## src/sv/mds_pkg.sv

```systemverilog
// Shared types and constants for the mail body dot stuffer.
// No dependencies; every other file imports this package.
package mds_pkg;

	localparam logic [7:0] CH_CR  = 8'h0D;
	localparam logic [7:0] CH_LF  = 8'h0A;
	localparam logic [7:0] CH_DOT = 8'h2E;

	localparam logic CMD_DATA = 1'b0;
	localparam logic CMD_EOM  = 1'b1;

	// Input word: one body byte or an end-of-message mark.
	typedef struct packed {
		logic       command;
		logic [7:0] data_byte;
	} in_word_t;

	// Output word: one byte for the wire.
	typedef struct packed {
		logic [7:0] out_byte;
		logic       last_of_run;
	} out_word_t;

	// Classified job passed from front to back.
	// Data job: lead set means a CR or DOT goes out before the byte.
	// End job: lead set means CR LF goes out before the terminator.
	typedef struct packed {
		logic       eom;
		logic       lead;
		logic [7:0] data;
	} job_t;

	// Bytes of the closing sequence CR LF . CR LF by position.
	function automatic logic [7:0] eom_byte(input logic [2:0] pos);
		logic [7:0] b;
		case (pos)
			3'd0: b = CH_CR;
			3'd1: b = CH_LF;
			3'd2: b = CH_DOT;
			3'd3: b = CH_CR;
			3'd4: b = CH_LF;
			default: b = CH_LF;
		endcase
		return b;
	endfunction

endpackage

```

## src/sv/mds_front.sv

```systemverilog
// Front end: accepts input words, tracks the last byte sent and classifies each word.
// Depends on mds_pkg.
module mds_front import mds_pkg::*; (
	input  logic     clk,
	input  logic     arst_n,
	input  logic     in_valid,
	output logic     in_ready,
	input  in_word_t in_data,
	input  logic     q_full,
	output logic     push,
	output job_t     push_job
);

	logic [7:0] prev_q;
	logic       is_lf;
	logic       is_dot;

	assign in_ready = !q_full;
	assign push     = in_valid && in_ready;
	assign is_lf    = (in_data.data_byte == CH_LF);
	assign is_dot   = (in_data.data_byte == CH_DOT);

	always_comb begin
		push_job.eom  = (in_data.command == CMD_EOM);
		push_job.data = in_data.data_byte;
		if (in_data.command == CMD_EOM) begin
			push_job.lead = (prev_q != CH_LF);
		end else begin
			push_job.lead = (is_lf && prev_q != CH_CR) || (is_dot && prev_q == CH_LF);
		end
	end

	// The last byte of any data job is the data byte itself; an end clears it.
	always_ff @(posedge clk or negedge arst_n) begin
		if (!arst_n) begin
			prev_q <= 8'h00;
		end else if (push) begin
			prev_q <= (in_data.command == CMD_EOM) ? 8'h00 : in_data.data_byte;
		end
	end

endmodule

```

## src/sv/mds_queue.sv

```systemverilog
// Small job queue between front and back.
// Depends on mds_pkg for the job type.
module mds_queue import mds_pkg::*; #(
	parameter int DEPTH = 4
) (
	input  logic clk,
	input  logic arst_n,
	input  logic push,
	input  job_t push_job,
	input  logic pop,
	output logic full,
	output logic head_valid,
	output job_t head_job
);

	localparam int PW = (DEPTH > 1) ? $clog2(DEPTH) : 1;
	localparam int CW = $clog2(DEPTH + 1);

	job_t          mem_q [DEPTH];
	logic [PW-1:0] wr_ptr_q;
	logic [PW-1:0] rd_ptr_q;
	logic [CW-1:0] count_q;
	logic          do_push;
	logic          do_pop;

	assign full       = (count_q == CW'(DEPTH));
	assign head_valid = (count_q != '0);
	assign head_job   = mem_q[rd_ptr_q];
	assign do_push    = push && !full;
	assign do_pop     = pop && head_valid;

	always_ff @(posedge clk) begin
		if (do_push) begin
			mem_q[wr_ptr_q] <= push_job;
		end
	end

	always_ff @(posedge clk or negedge arst_n) begin
		if (!arst_n) begin
			wr_ptr_q <= '0;
			rd_ptr_q <= '0;
			count_q  <= '0;
		end else begin
			if (do_push) begin
				wr_ptr_q <= (wr_ptr_q == PW'(DEPTH - 1)) ? '0 : wr_ptr_q + 1'b1;
			end
			if (do_pop) begin
				rd_ptr_q <= (rd_ptr_q == PW'(DEPTH - 1)) ? '0 : rd_ptr_q + 1'b1;
			end
			if (do_push && !do_pop) begin
				count_q <= count_q + 1'b1;
			end else if (do_pop && !do_push) begin
				count_q <= count_q - 1'b1;
			end
		end
	end

endmodule

```

## src/sv/mds_back.sv

```systemverilog
// Back end: expands each job into wire bytes, one per cycle while not stalled, into an output register.
// Depends on mds_pkg.
module mds_back import mds_pkg::*; (
	input  logic      clk,
	input  logic      arst_n,
	input  logic      head_valid,
	input  job_t      head_job,
	output logic      pop,
	output logic      out_valid,
	input  logic      out_ready,
	output out_word_t out_data
);

	logic [2:0] idx_q;
	logic       out_valid_q;
	out_word_t  out_q;
	logic [2:0] len;
	logic       last;
	logic       advance;
	logic [7:0] cur_byte;
	logic [7:0] prefix;

	assign out_valid = out_valid_q;
	assign out_data  = out_q;

	always_comb begin
		if (head_job.eom) begin
			len = head_job.lead ? 3'd5 : 3'd3;
		end else begin
			len = head_job.lead ? 3'd2 : 3'd1;
		end
	end

	assign last    = (idx_q == len - 3'd1);
	assign advance = head_valid && (!out_valid_q || out_ready);
	assign pop     = advance && last;
	assign prefix  = (head_job.data == CH_LF) ? CH_CR : CH_DOT;

	always_comb begin
		if (head_job.eom) begin
			// skip the leading CR LF when the line is already closed
			cur_byte = eom_byte(idx_q + (head_job.lead ? 3'd0 : 3'd2));
		end else if (head_job.lead && idx_q == 3'd0) begin
			cur_byte = prefix;
		end else begin
			cur_byte = head_job.data;
		end
	end

	always_ff @(posedge clk) begin
		if (advance) begin
			out_q.out_byte    <= cur_byte;
			out_q.last_of_run <= last;
		end
	end

	always_ff @(posedge clk or negedge arst_n) begin
		if (!arst_n) begin
			idx_q       <= '0;
			out_valid_q <= 1'b0;
		end else begin
			if (advance) begin
				idx_q       <= last ? 3'd0 : idx_q + 3'd1;
				out_valid_q <= 1'b1;
			end else if (out_ready) begin
				out_valid_q <= 1'b0;
			end
		end
	end

endmodule

```

## src/sv/mail_body_dot_stuffer_core.sv

```systemverilog
// Mail body dot stuffer: CR LF normalization and dot transparency for a body stream.
// An accepted word is pushed into the job queue, then expanded into the output register.
// Throughput: one output byte per cycle while out_ready holds; a word yields 1-2 bytes, an end mark 3 or 5.
// Input is taken every cycle while the job queue (QUEUE_DEPTH entries) has room.
// Reset (arst_n low, asynchronous) clears the last-sent byte, the queue and the output valid flag.
// Depends on mds_pkg, mds_front, mds_queue and mds_back.
module mail_body_dot_stuffer_core import mds_pkg::*; #(
	parameter int QUEUE_DEPTH = 4
) (
	input  logic      clk,
	input  logic      arst_n,
	input  logic      in_valid,
	output logic      in_ready,
	input  in_word_t  in_data,
	output logic      out_valid,
	input  logic      out_ready,
	output out_word_t out_data
);

	logic q_full;
	logic push;
	job_t push_job;
	logic pop;
	logic head_valid;
	job_t head_job;

	mds_front u_front (
		.clk      (clk),
		.arst_n   (arst_n),
		.in_valid (in_valid),
		.in_ready (in_ready),
		.in_data  (in_data),
		.q_full   (q_full),
		.push     (push),
		.push_job (push_job)
	);

	mds_queue #(
		.DEPTH (QUEUE_DEPTH)
	) u_queue (
		.clk        (clk),
		.arst_n     (arst_n),
		.push       (push),
		.push_job   (push_job),
		.pop        (pop),
		.full       (q_full),
		.head_valid (head_valid),
		.head_job   (head_job)
	);

	mds_back u_back (
		.clk        (clk),
		.arst_n     (arst_n),
		.head_valid (head_valid),
		.head_job   (head_job),
		.pop        (pop),
		.out_valid  (out_valid),
		.out_ready  (out_ready),
		.out_data   (out_data)
	);

endmodule

```

## config.mk

```make
export PLATFORM = sky130hd
export DESIGN_NAME = mail_body_dot_stuffer_core
export DESIGN_NICKNAME = d
export VERILOG_FILES = /design/src/sv/mds_pkg.sv /design/src/sv/mds_front.sv /design/src/sv/mds_queue.sv /design/src/sv/mds_back.sv /design/src/sv/mail_body_dot_stuffer_core.sv
export SDC_FILE = /design/constraint.sdc
export NUM_CORES = 1
export LEC_CHECK = 0
export ABC_AREA = 0
export BUFFER_PORTS_ARGS = -buffer_cell sky130_fd_sc_hd__buf_2
export CAP_MARGIN = 20
export CORE_ASPECT_RATIO = 1.25
export CORE_MARGIN = 5
export CORE_UTILIZATION = 50
export CTS_BUF_LIST = sky130_fd_sc_hd__clkbuf_2
export CTS_CLUSTER_SIZE = 20
export DETAILED_ROUTE_END_ITERATION = 8
export PLACE_DENSITY = 0.68
export SYNTH_ARGS = -nofsm -noshare
export SYNTH_HDL_FRONTEND = slang
export SYNTH_SLANG_ARGS = --single-unit
```

## constraint.sdc

```tcl
create_clock -name clk -period 3.75 [get_ports clk]
set_input_delay 0.5625 -clock clk [delete_from_list [all_inputs] [get_ports clk]]
set_output_delay 0.5625 -clock clk [all_outputs]
set_load 0.01 [all_outputs]
```

==> impl_results.md, run 1 <==
- Synth area leaders: edfxtp_1 50%, dfrtp_1 16%, mux4_2 7.6%
- Max_slew headroom: 48.2%
- EDFF count, synth: 49
- Post-CTS setup buffer count: 0
- Final setup viols: 0
- Antenna viol nets, final: 0
- Flop-to-flop setup slack: 850 ps
- Fin area: 3280 sq um
- Post-route minimum period: 2900 ps
- Worst path required time: 4160 ps
- Area after DPL: 3140 sq um
- Detailed-route via count: 1636
- YS warnings: 0
- Largest stage delay, worst path: 660 ps
- CTS H-tree lvls: 3
- Vias in the first global route: 1657
- Mapped Cells: 201
- Clock Path Buffers: 2
- Sequential area share after synthesis: 65.8%
- Mean Syn Cell Area: 14.7 sq um
- Synth top area share: 49.7%
- Die Footprint: 7570 sq um
- Clock Root Buffer: clkbuf_2
- Syn nets: 224
- Layout area overhead: 10.8%
- Row cnt: 31
- Crit. End Element: flop
- Final Wtd Congestion: 0.833
- Critical path class: flop to flop
- Drt total wl: 4880 um
- Fmax achieved: 345 MHz
- Peak VDD IR: 0.320 mV
- Die Y: 96.0 um
- Number of fill cells: 472
- DR iter-0 viols: 55
- Die Wd: 78.8 um
- CP Cell Sequence: mux4_2 -> and4_4 -> a21o_1 -> o21ai_2 -> ha_1 -> inv_1 -> fa_1 -> xor2_1 -> nor2_1 -> xor2_1
- Initial antenna violation count: 0
- Drc violations: 0
- Num CTS Buffers: 9
- Ys async rst share: 27.9%
- Vias/cell: 5.40
- Final Hold Fails: 0
- Core box area: 5780 sq um
- Final core utilization: 56.7%
- I/O pin total: 24
- DR WL/cell: 16.1 um
- Fin nets: 255
- CP Max Fanout: 10
- Tcrit/Tclk final: 77.4%
- Top cell type by total area after synthesis: edfxtp_1
- Status: completed
- Yosys reg bits: 68
- Top FF cell, synth: edfxtp_1
- Cell variety after synth: 41
- # diodes: 0
- Number of max-cap violations: 0
- Largest net degree at the start of global routing: 20
- Mapped cell area: 2960 sq um
- CP max stage cell: mux4_2
- Pwr/cell area: 762 nW/um^2
- Slew Viols, Final: 0
- First-pass GRT wire length: 8030 um
- HPWL reported at the end of detailed placement: 3450 um
- CTS tree: built
- Worst-path clk slew: 180 ps
- Hold Crit Class: input port to flop
- Gr usage total: 14.5%
- Initial Util: 51.2%
- Static Leak: 1.28 nW
- CP startpoint kind: flop
- Clk Latency, worst-skew pair: 470 ps
- WP data arrival: 3320 ps
- 1st-pass router iterations: 4
- Setup TNS Final: 0 ps
- Total grt overflow: 0
- Clk sinks: 68
- CP dominant cell by count: xor2_1
- Worst slew pin tran: 767 ps
- Top-count cell post-synth: edfxtp_1
- Share of cells above drive strength 1: 23.6%
- RSZ-0062 raised after global routing: false
- Post-synth top cells: 49 x edfxtp_1, 21 x nand2_1, 19 x dfrtp_1
- Final Skew: 28.3 ps
- IO Port Bufs: 23
[worst max-delay path, delay by kind of cell (launching register included)]
family	cells	cell delay, ps
mux	1	660
fa+ha+maj	2	590
flops	1	570
compound gates	2	350
simple gates	2	340
xor+xnor	2	310
buf+inv	1	60
[through the flow]
stage          setup WS [ps]  total power [mW]  cells  hold slack [ps]
6_report                 849              2.50    303              312
5_1_grt                  675              2.68    303              280
4_1_cts                  807              2.53    303              261
3_5_place_dp             828              2.06    286              474
3_3_place_gp             875              2.04    286              464
2_1_floorplan           1110              1.83    201              267
[flip-flops by register name (all words and copies together) (netlist names)]
register	cells
u_queue.count_q	3
u_queue.mem_q	40
u_queue.rd_ptr_q	2
u_back.out_valid	1
u_queue.wr_ptr_q	2
u_back.out_data	9
u_back.idx_q	3
u_front.prev_q	8
[path summary, 6_finish.rpt]
check | startpoint | endpoint | depth (start not counted)
max | u_queue.rd_ptr_q[0]$_DFFE_PN0P_ | u_queue.count_q[2]$_DFFE_PN0P_ | 10
min | out_ready | u_back.out_valid$_DFFE_PN0P_ | 4
max reg2reg | u_queue.rd_ptr_q[0]$_DFFE_PN0P_ | u_queue.count_q[2]$_DFFE_PN0P_ | 10
min reg2reg | u_queue.count_q[2]$_DFFE_PN0P_ | u_queue.count_q[2]$_DFFE_PN0P_ | 1
max in group asynchronous | arst_n | u_queue.count_q[0]$_DFFE_PN0P_ | 2
min in group asynchronous | arst_n | u_back.idx_q[1]$_DFFE_PN0P_ | 2
[cell families (layout without fill, tap and decap cells)]
group	Yosys count	count (layout)	share of synthesized area, %
flip-flops	68	68	65.8
AO/OA/AOI/OAI	28	28	5.67
buffers and inverters	15	51	2.11
adder cells (fa/ha/maj)	10	10	4.48
AND/OR/NAND/NOR	61	61	11.4
XOR/XNOR	6	6	1.78
multiplexers	13	13	8.75
[cell type report]
class                      instances  area, sq um  area share (%)
sequential                        68         1950            59.4
multi-input combinational        118          950            29.0
timing repair buffer              25          133            4.05
tap                               66         82.6            2.52
clock buffer                      13         65.1            1.98
clock inverter                     3         63.8            1.95
inverter                          10         37.5            1.15
[metal layers]
metal  vias to the layer above  global-route usage [%]  wire [um]
li1                        809                       -          -
met1                       792                    17.0       2060
met2                        31                    24.6       2580
met3                         4                    3.00        184
met4                         0                    8.75         55
met5                         -                       0          0
[cells in the final DEF (no fill, tap or decap), drive strengths merged, types with 7 or more instances in the layout]
cell type | Yosys | final
nand2b | 8 | 8
inv | 10 | 10
dfrtp | 19 | 19
nand2 | 21 | 21
edfxtp | 49 | 49
mux4 | 10 | 10
buf | 3 | 24
clkbuf | 2 | 13
ha | 9 | 9
o21ai | 16 | 16
nor2 | 7 | 7
[timing repair]
action / CTS / global route
resized for setup: 0 / 0
hold endpoints to repair: 17 / 0
setup endpoints to repair: 0 / 0
hold buffers: 1 / 0
[power breakdown]
group	switching [mW]	internal (mW)	total, mW	leakage (nW)
registers	0.135	1.06	1.19	0.687
logic	0.442	0.392	0.835	0.506
clock network	0.240	0.231	0.471	0.0838
Power figures use the tool's default switching activity.
==> run 2: changes to the inputs <==
Settings changed: ABC_AREA 0 to 1, PLACE_DENSITY 0.68 to 0.71.
Clock period 3.75 ns to 2.4 ns, I/O delays scaled along.
==> impl_results.md, run 2 <==
- Status: completed
- Final Hold Fails: 0 (unchanged)
- Vias in the first global route: 2119 (+28%)
- Register Area: 1950 sq um (about the same)
- Most common cell after layout, fill and taps aside: nand2_1
- Fin worst setup slack: 143 ps (-706 ps)
- Mapped cell area: 3180 sq um (+7.5%)
- Initial Util: 51.6% (+0.40 points)
- Worst Hold Path EP: u_queue.mem_q[0][0]$_DFFE_PP_
- EDFF count, synth: 49 (unchanged)
- R2r endpoint: u_queue.count_q[2]$_DFFE_PN0P_
- Clock Path Buffers: 2 (unchanged)
- CP startpoint kind: flop
- WHS Path Cells: 1 (-3)
- YS warnings: 0 (unchanged)
- Most flop-heavy register: u_queue.mem_q
- WP data arrival: 2660 ps (-660 ps)
- Cell variety after synth: 29 (-29%)
- Top cell type by total area after synthesis: edfxtp_1
- Slew Viols, Final: 0 (unchanged)
- Most frequent cells in the layout: 86 x nand2_1, 49 x edfxtp_1, 31 x nand3_1
- Fin nets: 380 (+49%)
- Mean Syn Cell Area: 10.2 sq um (-31%)
- Flop-to-flop setup slack: 140 ps (-710 ps)
- DR iter-0 viols: 87 (+58%)
- Met3 global-route usage: 3.53% (+0.54 points)
- CTS H-tree lvls: 3 (unchanged)
- Drc violations: 0 (unchanged)
- Max_slew headroom: 67.7% (+19 points)
- Final Skew: 28.7 ps (+0.479 ps)
- Worst R2R Path Depth: 14 (+4)
- Worst-path clk slew: 210 ps (+30 ps)
- Reg2reg start: u_queue.rd_ptr_q[0]$_DFFE_PN0P_
- Largest net degree at the start of global routing: 20 (unchanged)
- DR WL/cell: 12.8 um (-20%)
- Number of max-cap violations: 0 (unchanged)
- Static Leak: 1.62 nW (+27%)
- Hold wc startpoint: in_data[0]
- Worst slew pin tran: 484 ps (-282 ps)
- GRT Max-Usage Layer: met2
- Max reg flops: 40 (unchanged)
- Fmax achieved: 443 MHz (+29%)
- Die Footprint: 8070 sq um (+6.6%)
- CTS tree: built
- Die Wd: 81.4 um (+3.2%)
- Yosys reg bits: 68 (unchanged)
- HPWL reported at the end of detailed placement: 4160 um (+21%)
- Clock Root Buffer: clkbuf_2
- Hold Crit Class: input port to flop
- I/O pin total: 24 (unchanged)
- Core box area: 6170 sq um (+6.7%)
- Total grt overflow: 0 (unchanged)
- First-pass GRT wire length: 9680 um (+21%)
- Pre-CTS WS: -42.2 ps (-870 ps)
- Tcrit/Tclk final: 94.0% (+17 points)
- Ys async rst share: 27.9% (unchanged)
- CP Max Fanout: 6 (-4)
- Top FF cell, synth: edfxtp_1
- Clk Latency, worst-skew pair: 490 ps (+20 ps)
- Drt total wl: 5740 um (+17%)
- Grt met2 use: 27.9% (+3.2 points)
- Die Y: 99.2 um (+3.3%)
- IO Port Bufs: 23 (unchanged)
- Antenna viol nets, final: 0 (unchanged)
- # diodes: 0 (unchanged)
- Initial antenna violation count: 0 (unchanged)
- Share of cells above drive strength 1: 21.8% (-1.8 points)
- Mapped Cells: 311 (+55%)
- 1st-pass router iterations: 6 (+2)
- Critical path class: flop to flop
- Layout area overhead: 15.0%
- Crit. End Element: flop
- Top-count cell post-synth: nand2_1
- Number of fill cells: 539 (+14%)
- Final setup viols: 0 (unchanged)
- Hold_ws: 95.3 ps (-217 ps)
- Pwr/cell area: 1260 nW/um^2 (+65%)
- Final Wtd Congestion: 0.897 (+7.7%)
- Syn nets: 334 (+49%)
- Row cnt: 32 (+3.2%)
- Post-route minimum period: 2260 ps (-644 ps)
- Met1 usage: 18.8% (+1.8 points)
- Peak VDD IR: 0.707 mV (+120%)
- Multi-input gate area: 1060 sq um (+11%)
- Post-synth top cells: 89 x nand2_1, 49 x edfxtp_1, 32 x nand3_1
- Num CTS Buffers: 9 (unchanged)
- Sequential area share after synthesis: 61.2% (-4.6 points)
- Gr usage total: 16.0% (+1.5 points)
- Clk sinks: 68 (unchanged)
- Synth top area share: 46.2% (-3.5 points)
- Worst path required time: 2800 ps (-1360 ps)
- Detailed-route via count: 2166 (+32%)
- Vias/cell: 4.85 (-10%)
- RSZ-0062 raised after global routing: false
- Synth area leaders: edfxtp_1 46%, dfrtp_1 15%, nand2_1 10%
## run 2: power breakdown
group | leakage [nW] | switching (mW) | total, mW | internal [mW]
registers | 0.691 | 0.159 | 1.82 | 1.66
clock network | 0.0825 | 0.426 | 0.776 | 0.350
logic | 0.846 | 1.24 | 2.00 | 0.756
total | 1.62 | 1.83 | 4.60 | 2.77
## run 2: through the flow
| stage | power (mW) | util, % | cells | setup TNS (ps) | instance area [sq um] |
|---|---|---|---|---|---|
| global placement | 3.74 | 56.1 | 427 | 0 | 3460 |
| detailed placement | 3.79 | 56.1 | 427 | -42.2 | 3460 |
| CTS | 4.57 | 58.8 | 445 | 0 | 3620 |
| finish | 4.60 | 59.4 | 447 | 0 | 3660 |
| floorplan | 3.25 | - | 311 | 0 | 3180 |
| global route | 4.99 | 59.4 | 447 | 0 | 3660 |
## run 2: cell type report
class                      instances  share of cell area, %
clock inverter                     7                   2.70
tap                               85                   2.91
inverter                          35                   3.66
sequential                        68                   53.2
multi-input combinational        200                   28.9
clock buffer                       9                   1.23
timing repair buffer              43                   7.38
## run 2: cell families (layout without fill, tap and decap cells)
logic type      Yosys count  after routing  synth area share, %
flops                    68             68                 61.2
buf+inv                  43             94                 6.13
fa+ha+maj                10             10                 4.17
xor+xnor                  4              4                 1.10
compound gates           26             26                 4.56
simple gates            160            160                 22.8
## run 2: repair_timing
item,in CTS,in global routing
pin swaps,1,1
hold endpoints to repair,20,0
resized for setup,1,9
hold buffers,2,0
setup buffers,0,2
setup endpoints to repair,1,2
## run 2: critical path: stages (launching register included)
cell,delay [ps]
dfrtp_2,490
buf_4,170
nand2_1,70
nand3_2,90
nand2_4,100
nand2_1,50
nand2_1,70
nand2_2,90
nand4_4,120
ha_2,180
inv_2,50
fa_2,330
a21oi_1,140
o21ai_1,90
xor2_1,140
## run 2: how the worst max path moves through the flow
stage	start	endpoint	slack, ps	cells after the start
2_1_floorplan	u_queue.rd_ptr_q[0]$_DFFE_PN0P_	u_queue.count_q[2]$_DFFE_PN0P_	200	14
3_3_place_gp	u_queue.rd_ptr_q[0]$_DFFE_PN0P_	u_queue.count_q[2]$_DFFE_PN0P_	90	14
3_5_place_dp	u_queue.rd_ptr_q[0]$_DFFE_PN0P_	u_queue.count_q[2]$_DFFE_PN0P_	-40	14
4_1_cts	u_queue.rd_ptr_q[0]$_DFFE_PN0P_	u_queue.count_q[2]$_DFFE_PN0P_	5	14
5_1_grt	u_queue.rd_ptr_q[0]$_DFFE_PN0P_	u_queue.count_q[2]$_DFFE_PN0P_	8	14
6_report	u_queue.rd_ptr_q[0]$_DFFE_PN0P_	u_queue.count_q[2]$_DFFE_PN0P_	140	14
## run 2: per-layer routing
layer	vias up	wire, um
met5	-	0
met4	0	61
li1	1136	-
met2	35	3030
met3	6	199
met1	989	2450
